<file path="config.mk">
export PLATFORM = sky130hd
export DESIGN_NAME = grapheme_segment_validator_core_flat
export DESIGN_NICKNAME = d
export VERILOG_FILES = /design/src/rtl/gsv_pkg.sv /design/src/rtl/gsv_if.sv /design/src/rtl/gsv_pair_check.sv /design/src/rtl/grapheme_segment_validator_core.sv /design/src/flat_wrapper.sv
export SDC_FILE = /design/constraint.sdc
export NUM_CORES = 1
export LEC_CHECK = 0
export BUFFER_PORTS_ARGS = -buffer_cell sky130_fd_sc_hd__buf_2
export CORE_ASPECT_RATIO = 1.25
export CORE_MARGIN = 1
export CORE_UTILIZATION = 55
export DETAILED_ROUTE_END_ITERATION = 10
export MAX_ROUTING_LAYER = met4
export PLACE_DENSITY = 0.84
export SKIP_CTS_REPAIR_TIMING = 1
export SLEW_MARGIN = 15
export SYNTH_ARGS = -nofsm -noshare
export SYNTH_HDL_FRONTEND = slang
export SYNTH_SLANG_ARGS = --single-unit
</file>
<file path="constraint.sdc">
create_clock -name clk -period 5.51 [get_ports clk]
set_input_delay 0.8265 -clock clk [delete_from_list [all_inputs] [get_ports clk]]
set_output_delay 0.8265 -clock clk [all_outputs]
set_load 0.02 [all_outputs]
</file>
<file path="src/rtl/gsv_pkg.sv">
// Shared types and constants for the grapheme segment validator.
package gsv_pkg;

  localparam int CODE_W = 21;
  localparam int LEN_W  = 8;
  localparam int LEN_MAX = 255;

  typedef logic [CODE_W-1:0] code_t;
  typedef logic [LEN_W-1:0]  len_t;

  typedef enum logic [1:0] {
    CLS_OTHER = 2'd0,
    CLS_WHITE = 2'd1,
    CLS_COMB  = 2'd2,
    CLS_LINK  = 2'd3
  } class_t;

  typedef enum logic [2:0] {
    ST_OK        = 3'd0,
    ST_TWO_LINKS = 3'd1,
    ST_BAD_INDIC = 3'd2,
    ST_BAD_THAI  = 3'd3,
    ST_DISCARD   = 3'd4
  } status_t;

  localparam code_t CODE_SPACE = 21'h00020;
  localparam code_t CODE_ZWNJ  = 21'h0200C;
  localparam code_t CODE_ZWJ   = 21'h0200D;

  typedef struct packed {
    logic bad_indic;
    logic bad_thai;
  } pair_flags_t;

endpackage

</file>
<file path="src/rtl/gsv_if.sv">
// Valid/ready channel interfaces for the input and result items.
interface gsv_in_if;
  import gsv_pkg::*;
  logic        valid;
  logic        ready;
  code_t       code_point;
  logic [1:0]  char_class;
  logic        last_in_text;

  modport source (output valid, output code_point, output char_class,
                  output last_in_text, input ready);
  modport sink   (input valid, input code_point, input char_class,
                  input last_in_text, output ready);
endinterface

interface gsv_out_if;
  import gsv_pkg::*;
  logic        valid;
  logic        ready;
  code_t       code_out;
  logic        starts_grapheme;
  len_t        closed_length;
  len_t        final_length;
  logic [2:0]  status;

  modport source (output valid, output code_out, output starts_grapheme,
                  output closed_length, output final_length, output status,
                  input ready);
  modport sink   (input valid, input code_out, input starts_grapheme,
                  input closed_length, input final_length, input status,
                  output ready);
endinterface

</file>
<file path="src/rtl/gsv_pair_check.sv">
// Indic vowel and Thai pair rules for one adjacent pair of codes.
module gsv_pair_check (
  input  gsv_pkg::code_t       prev_code,
  input  gsv_pkg::code_t       code,
  output gsv_pkg::pair_flags_t flags
);
  import gsv_pkg::*;

  function automatic logic in_rng(code_t c, code_t lo, code_t hi);
    return (c >= lo) && (c <= hi);
  endfunction

  logic p_cons, p_tonable, p_tone, p_pre;
  logic c_tonable, c_tone, c_pre;
  logic indic;
  logic [6:0] thai_rule;

  always_comb begin
    indic =
      (prev_code == 21'h905 && (code == 21'h946 || code == 21'h93E)) ||
      (prev_code == 21'h909 && code == 21'h941) ||
      (prev_code == 21'h90F && in_rng(code, 21'h945, 21'h947)) ||
      (prev_code == 21'h905 && in_rng(code, 21'h949, 21'h94C)) ||
      (prev_code == 21'h906 && in_rng(code, 21'h949, 21'h94C)) ||
      (prev_code == 21'h93E && in_rng(code, 21'h945, 21'h948)) ||
      (prev_code == 21'h94D && in_rng(code, 21'h93E, 21'h94C)) ||
      (prev_code == 21'h985 && code == 21'h9BE) ||
      (prev_code == 21'hC12 && (code == 21'hC55 || code == 21'hC4C)) ||
      (prev_code == 21'hC92 && code == 21'hCCC);

    p_cons    = in_rng(prev_code, 21'hE01, 21'hE2E);
    p_tonable = in_rng(prev_code, 21'hE34, 21'hE39) || prev_code == 21'hE31;
    p_tone    = in_rng(prev_code, 21'hE48, 21'hE4B);
    p_pre     = in_rng(prev_code, 21'hE40, 21'hE44);
    c_tonable = in_rng(code, 21'hE34, 21'hE39) || code == 21'hE31;
    c_tone    = in_rng(code, 21'hE48, 21'hE4B);
    c_pre     = in_rng(code, 21'hE40, 21'hE44);

    thai_rule[0] = c_tone && !(p_cons || p_tonable);
    thai_rule[1] = (c_tonable || code == 21'hE47) && !p_cons;
    thai_rule[2] = code == 21'hE4C &&
                   !(p_cons || prev_code == 21'hE38 || prev_code == 21'hE34);
    thai_rule[3] = code == 21'hE4D &&
                   !(p_cons || prev_code == 21'hE48 || prev_code == 21'hE49);
    // sara a after sara aa, and sara aa after nikhahit, are allowed
    thai_rule[4] = (code == 21'hE30 || code == 21'hE32 || code == 21'hE33) &&
                   !(p_cons || p_tone) &&
                   !(prev_code == 21'hE32 && code == 21'hE30) &&
                   !(prev_code == 21'hE4D && code == 21'hE32);
    thai_rule[5] = c_pre && (p_pre || prev_code == 21'hE31 || prev_code == 21'hE37);
    thai_rule[6] = in_rng(code, 21'hE30, 21'hE4D) && prev_code == 21'hE24;

    flags.bad_indic = indic;
    flags.bad_thai  = |thai_rule;
  end

endmodule

</file>
<file path="src/rtl/grapheme_segment_validator_core.sv">
// The input item is taken into the input register; its result then moves on to the result
// register once that register is free or being read. Throughput: one item per cycle while
// results are taken; all checks are combinational logic on the input register. While a
// result waits, one more item is taken into the input register, then the input stalls.
// Synchronous active-high reset clears valids and returns the grapheme state to
// space/whitespace, count zero, no error latched.
module grapheme_segment_validator_core #(
  parameter int MAX_GRAPHEME_LEN = 255
) (
  input logic        clk,
  input logic        rst,
  gsv_in_if.sink     in_ch,
  gsv_out_if.source  out_ch
);
  import gsv_pkg::*;

  localparam int CNT_W  = $clog2(MAX_GRAPHEME_LEN + 1);
  localparam int WIDE_W = (CNT_W > LEN_W) ? CNT_W : LEN_W;
  localparam logic [CNT_W-1:0] CNT_MAX = CNT_W'(MAX_GRAPHEME_LEN);

  // input register
  logic   s1_valid;
  code_t  s1_code;
  class_t s1_class;
  logic   s1_last;

  // grapheme state
  code_t            before_previous_code;
  code_t            previous_code;
  class_t           previous_class;
  logic [CNT_W-1:0] grapheme_count;
  logic             error_latched;

  // result register
  logic    out_valid;
  code_t   out_code;
  logic    out_starts;
  len_t    out_closed;
  len_t    out_final;
  status_t out_status;

  logic advance, s1_fire;
  pair_flags_t flags;
  status_t status_next;
  logic comb, fwd, brk, starts_next;
  logic [CNT_W-1:0] count_base, count_next;
  len_t closed_next, final_next;

  function automatic len_t clamp_len(logic [CNT_W-1:0] n);
    logic [WIDE_W-1:0] w;
    w = WIDE_W'(n);
    return (w > WIDE_W'(LEN_MAX)) ? len_t'(LEN_MAX) : w[LEN_W-1:0];
  endfunction

  gsv_pair_check u_pair (
    .prev_code (previous_code),
    .code      (s1_code),
    .flags     (flags)
  );

  assign advance     = !out_valid || out_ch.ready;
  assign s1_fire     = s1_valid && advance;
  assign in_ch.ready = !s1_valid || advance;

  always_comb begin
    logic pair_zone;
    pair_zone = previous_class != CLS_WHITE && s1_class != CLS_WHITE;
    priority if (error_latched) begin
      status_next = ST_DISCARD;
    end else if (previous_class == CLS_LINK && s1_class == CLS_LINK) begin
      status_next = ST_TWO_LINKS;
    end else if (pair_zone && flags.bad_indic) begin
      status_next = ST_BAD_INDIC;
    end else if (pair_zone && flags.bad_thai) begin
      status_next = ST_BAD_THAI;
    end else begin
      status_next = ST_OK;
    end

    comb = s1_class == CLS_COMB || s1_class == CLS_LINK;
    fwd  = previous_code == CODE_ZWJ || previous_class == CLS_LINK ||
           (previous_code == CODE_ZWNJ &&
            (s1_class == CLS_LINK || before_previous_code == CODE_ZWJ));
    brk         = grapheme_count != '0 && !comb && !fwd;
    starts_next = status_next == ST_OK && (grapheme_count == '0 || (!comb && !fwd));
    count_base  = brk ? '0 : grapheme_count;
    count_next  = (count_base < CNT_MAX) ? count_base + 1'b1 : count_base;
    closed_next = (status_next == ST_OK && brk) ? clamp_len(grapheme_count) : '0;
    final_next  = (status_next == ST_OK && s1_last) ? clamp_len(count_next) : '0;
  end

  always_ff @(posedge clk) begin
    if (rst) begin
      s1_valid             <= 1'b0;
      out_valid            <= 1'b0;
      before_previous_code <= CODE_SPACE;
      previous_code        <= CODE_SPACE;
      previous_class       <= CLS_WHITE;
      grapheme_count       <= '0;
      error_latched        <= 1'b0;
    end else begin
      if (in_ch.ready) begin
        s1_valid <= in_ch.valid;
      end
      if (advance) begin
        out_valid <= s1_valid;
      end
      if (s1_fire) begin
        if (s1_last) begin
          // end of text: back to the reset state, error latch included
          before_previous_code <= CODE_SPACE;
          previous_code        <= CODE_SPACE;
          previous_class       <= CLS_WHITE;
          grapheme_count       <= '0;
          error_latched        <= 1'b0;
        end else if (status_next == ST_OK) begin
          before_previous_code <= brk ? CODE_SPACE : previous_code;
          previous_code        <= s1_code;
          previous_class       <= s1_class;
          grapheme_count       <= count_next;
        end else if (status_next != ST_DISCARD) begin
          error_latched <= 1'b1;
        end
      end
    end
  end

  // payload registers
  always_ff @(posedge clk) begin
    if (in_ch.ready && in_ch.valid) begin
      s1_code  <= in_ch.code_point;
      s1_class <= class_t'(in_ch.char_class);
      s1_last  <= in_ch.last_in_text;
    end
    if (s1_fire) begin
      out_code   <= s1_code;
      out_starts <= starts_next;
      out_closed <= closed_next;
      out_final  <= final_next;
      out_status <= status_next;
    end
  end

  assign out_ch.valid           = out_valid;
  assign out_ch.code_out        = out_code;
  assign out_ch.starts_grapheme = out_starts;
  assign out_ch.closed_length   = out_closed;
  assign out_ch.final_length    = out_final;
  assign out_ch.status          = out_status;

  a_err_quiet: assert property (@(posedge clk) disable iff (rst)
    out_valid && out_status != ST_OK |->
      !out_starts && out_closed == '0 && out_final == '0)
    else $error("error or discard result carries grapheme data");

  a_closed_starts: assert property (@(posedge clk) disable iff (rst)
    out_valid && out_closed != '0 |-> out_starts)
    else $error("grapheme closed without a new one starting");

  a_text_end_clears: assert property (@(posedge clk) disable iff (rst)
    s1_fire && s1_last |=> !error_latched && grapheme_count == '0)
    else $error("state not cleared after end of text");

  a_count_limit: assert property (@(posedge clk) disable iff (rst)
    grapheme_count <= CNT_MAX)
    else $error("grapheme count above its limit");

  a_drain_ready: assert property (@(posedge clk) disable iff (rst)
    !out_valid |-> in_ch.ready)
    else $error("input stalled with empty result register");

endmodule

</file>
<file path="src/flat_wrapper.sv">
// flat-port wrapper written by rule: the top's interface ports become plain ports
module grapheme_segment_validator_core_flat import gsv_pkg::*;
#(
  parameter int MAX_GRAPHEME_LEN = 255
)
  (clk, rst, in_ch_valid, in_ch_code_point, in_ch_char_class, in_ch_last_in_text, in_ch_ready, out_ch_valid, out_ch_code_out, out_ch_starts_grapheme, out_ch_closed_length, out_ch_final_length, out_ch_status, out_ch_ready);
  gsv_in_if in_ch_i ();
  gsv_out_if out_ch_i ();
  input logic clk;
  input logic rst;
  input wire logic [$bits(in_ch_i.valid)-1:0] in_ch_valid;
  input wire logic [$bits(in_ch_i.code_point)-1:0] in_ch_code_point;
  input wire logic [$bits(in_ch_i.char_class)-1:0] in_ch_char_class;
  input wire logic [$bits(in_ch_i.last_in_text)-1:0] in_ch_last_in_text;
  output wire logic [$bits(in_ch_i.ready)-1:0] in_ch_ready;
  output wire logic [$bits(out_ch_i.valid)-1:0] out_ch_valid;
  output wire logic [$bits(out_ch_i.code_out)-1:0] out_ch_code_out;
  output wire logic [$bits(out_ch_i.starts_grapheme)-1:0] out_ch_starts_grapheme;
  output wire logic [$bits(out_ch_i.closed_length)-1:0] out_ch_closed_length;
  output wire logic [$bits(out_ch_i.final_length)-1:0] out_ch_final_length;
  output wire logic [$bits(out_ch_i.status)-1:0] out_ch_status;
  input wire logic [$bits(out_ch_i.ready)-1:0] out_ch_ready;
  assign in_ch_i.valid = in_ch_valid;
  assign in_ch_i.code_point = in_ch_code_point;
  assign in_ch_i.char_class = in_ch_char_class;
  assign in_ch_i.last_in_text = in_ch_last_in_text;
  assign in_ch_ready = in_ch_i.ready;
  assign out_ch_valid = out_ch_i.valid;
  assign out_ch_code_out = out_ch_i.code_out;
  assign out_ch_starts_grapheme = out_ch_i.starts_grapheme;
  assign out_ch_closed_length = out_ch_i.closed_length;
  assign out_ch_final_length = out_ch_i.final_length;
  assign out_ch_status = out_ch_i.status;
  assign out_ch_i.ready = out_ch_ready;
  grapheme_segment_validator_core #(.MAX_GRAPHEME_LEN(MAX_GRAPHEME_LEN)) u_core (.clk(clk), .rst(rst), .in_ch(in_ch_i), .out_ch(out_ch_i));
endmodule
</file>
# After elaboration in Yosys (flattened, before gate mapping)
# Cells that the tools add are included.
[totals] regBits=120 inputBits=28 output_inout_bits=43 word_cells=199
[classes] addsub=1 order_cmp=25 n_eq_ne=42 muxes=20 n_reduce_logical=96
[op_table] operator="21-bit by 12-bit equality test with 1-bit output (second input constant)" count=32
[op_table] operator="21-bit by 12-bit greater-or-equal comparator with 1-bit output (second input constant)" count=11
[op_table] operator="21-bit by 12-bit <= comparator with 1-bit output (second input constant)" count=11
[op_table] operator="21-bit two-way mux" count=5
[op_table] operator="21-bit by 14-bit equality test with 1-bit output (second input constant)" count=3
[op_table] operator="8-bit two-way mux" count=6
[op_table] operator="1-bit logical AND" count=46
[op_table] operator="1-bit logical OR" count=31
[op_table] operator="8-bit greater-than comparator (second input constant)" count=2
[op_table] operator="1-bit zero test" count=11
[op_table] operator="3-bit two-way mux" count=3
[op_table] operator="8-bit by 1-bit adder with 8-bit output (second input constant)" count=1
[op_table] operator="8-bit zero test" count=1
[op_table] operator="8-bit < comparator (second input constant)" count=1
[op_table] operator="8-bit nonzero test" count=1
[op_table] operator="7-bit OR reduction" count=1
[op_table] operator="2-bit equality test (second input constant)" count=3
[op_table] operator="2-bit two-way mux" count=3
[op_table] operator="2-bit by 1-bit inequality test with 1-bit output (second input constant)" count=3
[op_table] operator="2-bit nonzero test" count=2
[op_table] operator="3-bit zero test" count=1
[op_table] operator="1-bit two-way mux" count=3
[op_table] operator="3-bit inequality test (second input constant)" count=1
[op_table] operator="3-bit AND reduction" count=1
[op_table] operator="2-bit AND reduction" count=1

# Depth between registers and ports, before layout
# Gate-level depths: netlist of run 1.
[depth] word_depth=20 depth_mapped=15 mapped_depth_nobuf=14

# Cells and area by module
# A second synthesis of run 1 with hierarchy kept.
[unflattened] hier_cells=541 hier_area_um2=5600.4
[modules_own_cells] mod="grapheme_segment_validator_core" instances=1 cells_per_inst=346 area_per_inst_um2=4370.4 seq_area_each_um2=3052.9
[modules_own_cells] mod="gsv_pair_check" instances=1 cells_per_inst=195 area_per_inst_um2=1229.9 seq_area_each_um2=0.0

# Least setup slack after synthesis of run 1
# No wires, ideal clock.
[synth_path] path_kind="input -> register" start="input out_ch_ready" end="register u_core.before_previous_code[17]" t_arrival_ns=4.376 t_required_ns=5.382 path_slack_ns=1.006 cell_stages=10 path_buffers=2 cell_sequence="nor2b_1 -> nor2b_1 -> o21ai_0 -> nor2_1 -> nor4bb_1 -> a21oi_1 -> buf_2 -> buf_2 -> a22oi_1 -> nor2_1"
[synth_via] elab_chain_cells=3
[synth_lines] item="from (decl)" line="flat_wrapper.sv:22" rtl="input wire logic [$bits(out_ch_i.ready)-1:0] out_ch_ready;"
[synth_lines] item="1-bit logical OR" line="grapheme_segment_validator_core.sv:61" rtl="assign advance = !out_valid || out_ch.ready;"
[synth_lines] item="1-bit logical AND" line="grapheme_segment_validator_core.sv:62" rtl="assign s1_fire = s1_valid && advance;"
[synth_lines] item="named net u_core.s1_fire" line="grapheme_segment_validator_core.sv:42" rtl="logic advance, s1_fire;"
[synth_lines] item="2-bit AND reduction (no line)"
[synth_lines] item="to (signal assigned)" line="grapheme_segment_validator_core.sv:117" rtl="before_previous_code <= brk ? CODE_SPACE : previous_code;"
[synth_lines] item="to (decl)" line="grapheme_segment_validator_core.sv:28" rtl="code_t before_previous_code;"
# The timed path passes the listed nets, and every way through them passes these cells.
# A chain may end at the register's enable or synchronous reset.

# Worst setup path after layout of run 1
[layout_path] start="register u_core.previous_code[5]" end="register u_core.out_final[3], in the netlist u_core.out_ch.final_length[3] (data pin)"
[layout_via] elab_chain_cells=17
[layout_lines] item="from (decl)" line="grapheme_segment_validator_core.sv:29" rtl="code_t previous_code;"
[layout_lines] item="from (signal assigned)" line="grapheme_segment_validator_core.sv:118" rtl="previous_code <= s1_code;"
[layout_lines] item="branches (longest 17 deep; another with 8-bit by 1-bit adder with 8-bit output)"
[layout_lines] item="to (signal assigned)" line="grapheme_segment_validator_core.sv:139" rtl="out_final <= final_next;"
[layout_lines] item="to (decl)" line="grapheme_segment_validator_core.sv:39" rtl="len_t out_final;"
# Parallel ways; which one is timed is not known.

==> results of run 1 <==
[per-stage QoR]
| stage | std cells | area, µm² | worst slack [ns] | hold WS [ns] |
|---|---|---|---|---|
| finish | 826 | 7170 | 0.979 | 0.455 |
| global route | 826 | 7170 | 0.682 | 0.474 |
| CTS | 826 | 7160 | 0.914 | 0.455 |
| detailed placement | 794 | 6540 | 0.941 | 0.447 |
| global placement | 794 | 6540 | 1.11 | 0.441 |
| floorplan | 629 | 6180 | 1.01 | 0.424 |
[worst max-delay path: cells and delay by family, from the launching register on]
family | cells | cell delay, ns
fa+ha+maj | 1 | 0.29
flops | 1 | 0.47
simple gates | 9 | 2.73
compound gates | 2 | 0.63
xor+xnor | 1 | 0.18
[cells by family after synthesis]
group	Yosys count	synth area share (%)
muxes	4	0.648
adders and majority gates	1	0.202
AOI/OAI and AO/OA	136	17.0
buffers and inverters	53	4.17
xor gates and xnor gates	5	0.709
DFF	120	49.4
and+or+nand+nor	310	27.9
[state kept, by name, indices dropped and copies added, names as in the netlist, 2 cells and up]
name                         flops
u_core.previous_class            2
u_core.out_ch.final_length       8
u_core.s1_code                  21
u_core.out_ch.code_out          21
u_core.previous_code            21
u_core.before_previous_code     21
u_core.out_ch.closed_length      8
u_core.grapheme_count            8
u_core.out_ch.status             3
u_core.s1_class                  2
[synthesized netlist by cell type, drive strengths merged (17+ instances only)]
cell type / count
nor2: 77
edfxtp: 65
dfxtp: 55
a22oi: 44
nand2: 42
nor4: 28
clkbuf: 27
nor3: 25
a21oi: 23
nand3: 21
o21ai: 18
buf: 17
[per-layer routing]
| metal | vias up | GRT usage, % |
|---|---|---|
| met2 | 310 | 56.7 |
| li1 | 2525 | - |
| met5 | - | - |
| met1 | 2702 | 36.8 |
| met4 | 0 | 19.4 |
| met3 | 70 | 6.71 |
[final cells by class]
class	count	area, µm²
fill	835	3610
multi-input combinational	456	2900
tap	132	165
clock buffer	18	429
inverter	9	33.8
timing repair buffer	77	403
sequential	120	3050
clock inverter	14	186
[final timing paths]
| kind | end | slack, ns | startpoint |
|---|---|---|---|
| worst max-delay path | u_core.out_ch.final_length[3] | 0.98 | u_core.previous_code[5] |
| worst max register to register | u_core.out_ch.final_length[3] | 0.98 | u_core.previous_code[5] |
| worst min register to register | u_core.before_previous_code[1] | 0.45 | u_core.before_previous_code[1] |
| worst min-delay path | u_core.before_previous_code[1] | 0.45 | u_core.before_previous_code[1] |
[power by group through the flow]
stage / combinational, mW / clock (mW) / sequential [mW]
floorplan: 0.123 / 0 / 1.03
global placement: 0.179 / 0 / 1.04
detailed placement: 0.181 / 0 / 1.04
CTS: 0.183 / 1.18 / 1.02
global route: 0.197 / 1.21 / 1.03
finish: 0.184 / 1.17 / 1.02
==> out/qor.yml, run 1 <==
status: "complete, no violations"
io_pins: 71
syn_nets: 658
crit_chain: "or4_1 > or4b_2 > nor3_1 > a31oi_2 > nor2b_1 > ha_1 > nand3_1 > nor2_1 > nand3_1 > o2111ai_1 > xor2_1 > nor2_1 > and3_1"
yosysUniqueCellTypes: 71
grt_pass1_wl_mm: 29.2
reg2regPathDepth: 13
swShare_pct: 25.8
row_count: 42
grt_remaining_overflow: 0
antenna_cells: 0
clock_path_buffers: 2
viasPerCell: 6.79
leakage_nw: 2.50
crit_fanout: 17
cts_buffers: 17
synthTopCellsByArea: "edfxtp_1 (32%), dfxtp_1 (18%), nor2_1 (4.6%)"
portBuffers: 70
tns_ns: 0
grt_pass1_vias: 5572
wl_met2_mm: 9.30
drt-pass1-iter-count: 5
cts_max_level: 4
clk_pin_slew_ns: 0.06
ant_nets: 0
powerDensity_nw_per_um2: 331
layout_common_cells: "nor2_1 (76), buf_2 (70), edfxtp_1 (65)"
die_area_um2: 11700
required_ns: 5.68
core_area_um2: 10800
syn_area_um2: 6180
final_common_cell: "nor2_1"
clkPwrFrac_pct: 49.1
dr.max_layer_used: "met4"
synth_area_per_cell_um2: 9.82
grt_antenna_before_repair: 0
post-route-period-util_pct: 82.2
synth_seq_area_share_pct: 49.4
hpwlAfterDp_mm: 12.9
grt_max_degree: 55
final_util_pct: 66.5
start_kind: "flip-flop"
tightestPinTransition_ns: 0.940
ctsRootBufferMaster: "clkbuf_16"
max_freq_mhz: 221
final_max_slew_viol_count: 0
yosysTopAreaCellShare_pct: 31.6
p_sw_uw: 613
clkLatencyLatePin_ns: 0.42
fin_worst_skew_ns: 0.0177
sequentialPowerShare_pct: 43.1
finalNetCount: 710
gp_congestion: 0.985
synth_seq_cells: 120
report.final.setup_viol: 0
drt_iter0_drc: 540
hold_viol: 0
via_count: 5607
initial_core_util_pct: 57.4
clock-sinks: 120
avgRoutedWirePerCell_um: 22.6
synth_flop_cell: "edfxtp_1"
peakVddDrop_uv: 208
yosysTopAreaCell: "edfxtp_1"
die_w_um: 96.8
max_stage_delay_ns: 0.66
wl_met3_mm: 1.25
die_h_um: 121
grt_usage_pct: 33.5
cts_tree: "built"
m1WireLength_mm: 7.13
fin_crit_ns: 4.53
endpoint_kind: "flip-flop"
rsz0062_at_grt: "false"
comb_power_share_pct: 7.8
total_power_mw: 2.37
relSlewSlack_pct: 37.3
syn_inst: 629
cp.arrival_ns: 4.70
crit_type: "flip-flop to flip-flop"
ys_async_sr_fraction_pct: 0
drc: 0
cap_violations: 0
wl_mm: 18.6
holdPathStages: 2
min_path_type: "flip-flop to flip-flop"
synth_edf_count: 65
ys_warn_count: 0
drive_gt1_share_pct: 20.0
slowest_stage: "or4b_2"
syn_to_final_growth_pct: 16.0
p_int_mw: 1.76
(Power assumes the default switching activity.)
==> run 2, diff against run 1 <==
--- a/config.mk
+++ b/config.mk
@@ -5,13 +5,14 @@
 export SDC_FILE = /design/constraint.sdc
 export NUM_CORES = 1
 export LEC_CHECK = 0
+export ABC_AREA = 1
 export BUFFER_PORTS_ARGS = -buffer_cell sky130_fd_sc_hd__buf_2
 export CORE_ASPECT_RATIO = 1.25
 export CORE_MARGIN = 1
 export CORE_UTILIZATION = 55
 export DETAILED_ROUTE_END_ITERATION = 10
 export MAX_ROUTING_LAYER = met4
-export PLACE_DENSITY = 0.84
+export PLACE_DENSITY = 0.83
 export SKIP_CTS_REPAIR_TIMING = 1
 export SLEW_MARGIN = 15
 export SYNTH_ARGS = -nofsm -noshare
==> constraint.sdc (replaced) <==
create_clock -name clk -period 4.5 [get_ports clk]
set_input_delay 0.675 -clock clk [delete_from_list [all_inputs] [get_ports clk]]
set_output_delay 0.675 -clock clk [all_outputs]
set_load 0.02 [all_outputs]
==> run 2 against run 1 <==
  * Clock-buffer cell count is 1 lower
  * Die area is 9.3% higher
  * Sequential share of layout area fell by 2.8 points
  * Critical endpoint is now u_core.grapheme_count[1]
  * Highest routed layer unchanged
  * Synthesized cell count rose by 41%
  * Non-clock buffer count is 2 lower
  * Via count up 10%
  * Largest cell class is now multi-input combinational cells
  * First-iteration DRC count shrank 19%
  * Worst setup slack improved by 0.45 ns
  * Clock skew is 0.0068 ns lower
  * Total power rose by 22%
  * Global-route usage decreased by 3.0 points
  * Wire length is 5.9% lower
==> out/qor.yml, run 2 <==
status: "complete, no violations"  # unchanged
rrSetupSlack_ns: 1.43  # was 0.98 ns
antenna_cells: 0  # unchanged
sequentialPowerShare_pct: 43.2  # was 43.1%
clkPwrFrac_pct: 46.4  # was 49.1%
synth_flop_cell: "edfxtp_1"  # unchanged
rsz0062_at_grt: "false"  # unchanged
start_kind: "flip-flop"  # unchanged
viasPerCell: 5.52  # was 6.79
multi_input_area_um2: 3080  # was 2900 µm²
placed_cell_area_um2: 7100  # was 6540 µm²
cts_buffers: 17  # unchanged
drive_gt1_share_pct: 22.0  # was 20.0%
post-synth-top-count-cell: "nand2_1"  # was nor2_1
gp_congestion: 0.951  # was 0.985
synth_adder_area_share_pct: 0.185  # was 0.202%
synth-simple-area-share_pct: 36.7  # was 27.9%
p_sw_uw: 823  # was 613 µW
grt_remaining_overflow: 0  # unchanged
die_h_um: 126  # was 121 µm
syn_nets: 916  # was 658
cts_tree: "built"  # unchanged
clk_pin_slew_ns: 0.06  # about the same
min_from: "in_ch_code_point[1]"  # was u_core.before_previous_code[1]
final_max_slew_viol_count: 0  # unchanged
max_freq_mhz: 326  # was 221 MHz
ant_nets: 0  # unchanged
core_area_um2: 11800  # was 10800 µm²
tns_ns: 0  # unchanged
regArea_um2: 3050  # unchanged
die_area_um2: 12700  # was 11700 µm²
relSlewSlack_pct: 31.7  # was 37.3%
ys_warn_count: 0  # unchanged
hpwlAfterDp_mm: 12.5  # was 12.9 mm
avgRoutedWirePerCell_um: 15.7  # was 22.6 µm
initial_core_util_pct: 57.4  # about the same
io_pins: 71  # unchanged
peakVddDrop_uv: 268  # was 208 µV
grt_pass1_vias: 6036  # was 5572
crit_chain: "nor2_1 > inv_1 > nor3_1 > nand2_1 > nor2_1 > nand2_1 > nand3_4 > nand2_1 > inv_1 > ha_1 > nand2_1 > inv_1 > nand3_1 > inv_1 > nand2_1 > o21ai_0 > nor2_1 > nand2_2 > a21oi_2"  # was or4_1 > or4b_2 > nor3_1 > a31oi_2 > nor2b_1 > ha_1 > nand3_1 > nor2_1 > nand3_1 > o2111ai_1 > xor2_1 > nor2_1 > and3_1
wl_mm: 17.5  # was 18.6 mm
synthTopCellsByArea: "edfxtp_1 (29%), dfxtp_1 (16%), nand2_1 (9.7%)"  # was edfxtp_1 (32%), dfxtp_1 (18%), nor2_1 (4.6%)
critPathTopFamily: "simple AND/OR/NAND/NOR gates"  # unchanged
synth_xor_area_share_pct: 0.388  # was 0.709%
clkLatencyLatePin_ns: 0.43  # was 0.42 ns
grt_max_degree: 57  # was 55
leakage_nw: 3.14  # was 2.50 nW
yosysUniqueCellTypes: 34  # was 71
row_count: 44  # was 42
fin_crit_ns: 3.07  # was 4.53 ns
crit_type: "flip-flop to flip-flop"  # unchanged
ctsRootBufferMaster: "clkbuf_16"  # unchanged
crit_fanout: 19  # was 17
endpoint_kind: "flip-flop"  # unchanged
syn_area_um2: 6760  # was 6180 µm²
syn_to_final_growth_pct: 13.5  # was 16.0%
powerDensity_nw_per_um2: 377  # was 331 nW/µm²
drc: 0  # unchanged
grt_pass1_wl_mm: 29.0  # was 29.2 mm
drt_iter0_drc: 437  # was 540
layout_common_cells: "nand2_1 (174), nor2_1 (153), nand3_1 (111)"  # was nor2_1 (76), buf_2 (70), edfxtp_1 (65)
grt_antenna_before_repair: 0  # unchanged
hold_end: "u_core.s1_code[1]"  # was u_core.before_previous_code[1]
synth_seq_cells: 120  # unchanged
holdPathStages: 1  # was 2
swShare_pct: 28.5  # was 25.8%
min_path_type: "primary input to flip-flop"  # was flip-flop to flip-flop
die_w_um: 101  # was 96.8 µm
synth_top_family_by_area: "simple AND/OR/NAND/NOR gates"  # unchanged
ys_async_sr_fraction_pct: 0  # unchanged
grt_usage_pct: 30.5  # was 33.5%
cpMostUsedCell: "nand2_1"
clock-sinks: 120  # unchanged
cts_max_level: 4  # unchanged
cap_violations: 0  # unchanged
hold_viol: 0  # unchanged
timing.rr.end: "u_core.grapheme_count[1]"  # was u_core.out_ch.final_length[3]
tightestPinTransition_ns: 1.02  # was 0.940 ns
synthMuxAreaShare_pct: 0  # was 0.648%
drt-pass1-iter-count: 6  # was 5
synthTopCellsByCount: "nand2_1 (174), nor2_1 (153), nand3_1 (111)"  # was nor2_1 (76), edfxtp_1 (65), dfxtp_1 (55)
clock_path_buffers: 2  # unchanged
finalNetCount: 974  # was 710
final_common_cell: "nand2_1"  # was nor2_1
total_power_mw: 2.89  # was 2.37 mW
report.final.setup_viol: 0  # unchanged
fin_worst_skew_ns: 0.0110  # was 0.0177 ns
yosysTopAreaCellShare_pct: 28.9  # was 31.6%
path_buf_inv: 4  # was 0
r2r-start: "u_core.previous_code[0]"  # was u_core.previous_code[5]
via_count: 6174  # was 5607
final_util_pct: 65.2  # was 66.5%
synth_edf_count: 65  # unchanged
post-route-period-util_pct: 68.2  # was 82.2%
synth_area_per_cell_um2: 7.63  # was 9.82 µm²
p_int_mw: 2.07  # was 1.76 mW
fin_area_um2: 7680  # was 7170 µm²
yosysTopAreaCell: "edfxtp_1"  # unchanged
syn_inst: 887  # was 629
synth_seq_area_share_pct: 45.1  # was 49.4%
synth-compound-area-share_pct: 8.29  # was 17.0%
max_stage_delay_ns: 0.35  # was 0.66 ns
slowest_stage: "dfxtp_1"  # was or4b_2
fillCellCount: 1027  # was 835
reg2regPathDepth: 19  # was 13
cp.arrival_ns: 3.34  # was 4.70 ns
portBuffers: 70  # unchanged
required_ns: 4.78  # was 5.68 ns
comb_power_share_pct: 10.4  # was 7.8%
[run 2: changes by cell type after synthesis, sizes merged, moves of 16 or more]
cell | before | now
nand2 | 42 | 210
nor2 | 77 | 175
nand3 | 21 | 113
inv | 9 | 98
a21oi | 23 | 67
a22oi | 44 | 0
nor4 | 28 | 0
nand4 | 5 | 24
and3 | 16 | 0
[run 2: logic make-up (layout without fill, tap and decap cells)]
logic type / after synthesis / in the layout
adder cells (fa/ha/maj): 1 / 1
AND/OR/NAND/NOR: 542 / 542
flip-flops: 120 / 120
buffers and inverters: 136 / 207
XOR/XNOR: 3 / 3
AO/OA/AOI/OAI: 85 / 85
[run 2: power groups by stage]
| stage | clock network [mW] | logic [mW] | registers, mW |
|---|---|---|---|
| floorplan | 0 | 0.218 | 1.28 |
| global placement | 0 | 0.296 | 1.27 |
| detailed placement | 0 | 0.298 | 1.27 |
| CTS | 1.35 | 0.300 | 1.25 |
| global route | 1.39 | 0.334 | 1.25 |
| finish | 1.34 | 0.302 | 1.25 |
[run 2: how the worst max path moves through the flow]
stage / startpoint / end / cells past startpoint
detailed placement: u_core.previous_code[0] / u_core.grapheme_count[1] / 19
global placement: u_core.s1_code[14] / u_core.previous_code[15] / 17
floorplan: out_ch_ready / u_core.previous_code[7] / 9
global route: u_core.previous_code[0] / u_core.grapheme_count[1] / 19
finish: u_core.previous_code[0] / u_core.grapheme_count[1] / 19
CTS: u_core.previous_code[0] / u_core.grapheme_count[1] / 19
[run 2: cell type report]
| type | count | share of cell area, % |
|---|---|---|
| multi-input combinational | 631 | 40.1 |
| sequential | 120 | 39.8 |
| clock buffer | 17 | 5.54 |
| timing repair buffer | 75 | 5.05 |
| inverter | 100 | 4.89 |
| tap | 161 | 2.62 |
| clock inverter | 15 | 1.99 |
[run 2: per-layer routing]
metal | GRT usage (%) | share of wire (%) | routed length (µm)
met1 | 35.6 | 40 | 6980
met5 | - | 0 | 0
met3 | 4.72 | 5.0 | 869
met2 | 50.1 | 50 | 8850
met4 | 16.3 | 4.8 | 840
[run 2: metrics by stage]
| stage | hold slack, ns | setup WS (ns) | instances |
|---|---|---|---|
| 2_1_floorplan | 0.421 | 1.70 | 887 |
| 3_3_place_gp | 0.468 | 1.57 | 1087 |
| 3_5_place_dp | 0.468 | 1.48 | 1087 |
| 4_1_cts | 0.417 | 1.46 | 1119 |
| 5_1_grt | 0.422 | 1.12 | 1119 |
| 6_report | 0.421 | 1.43 | 1119 |
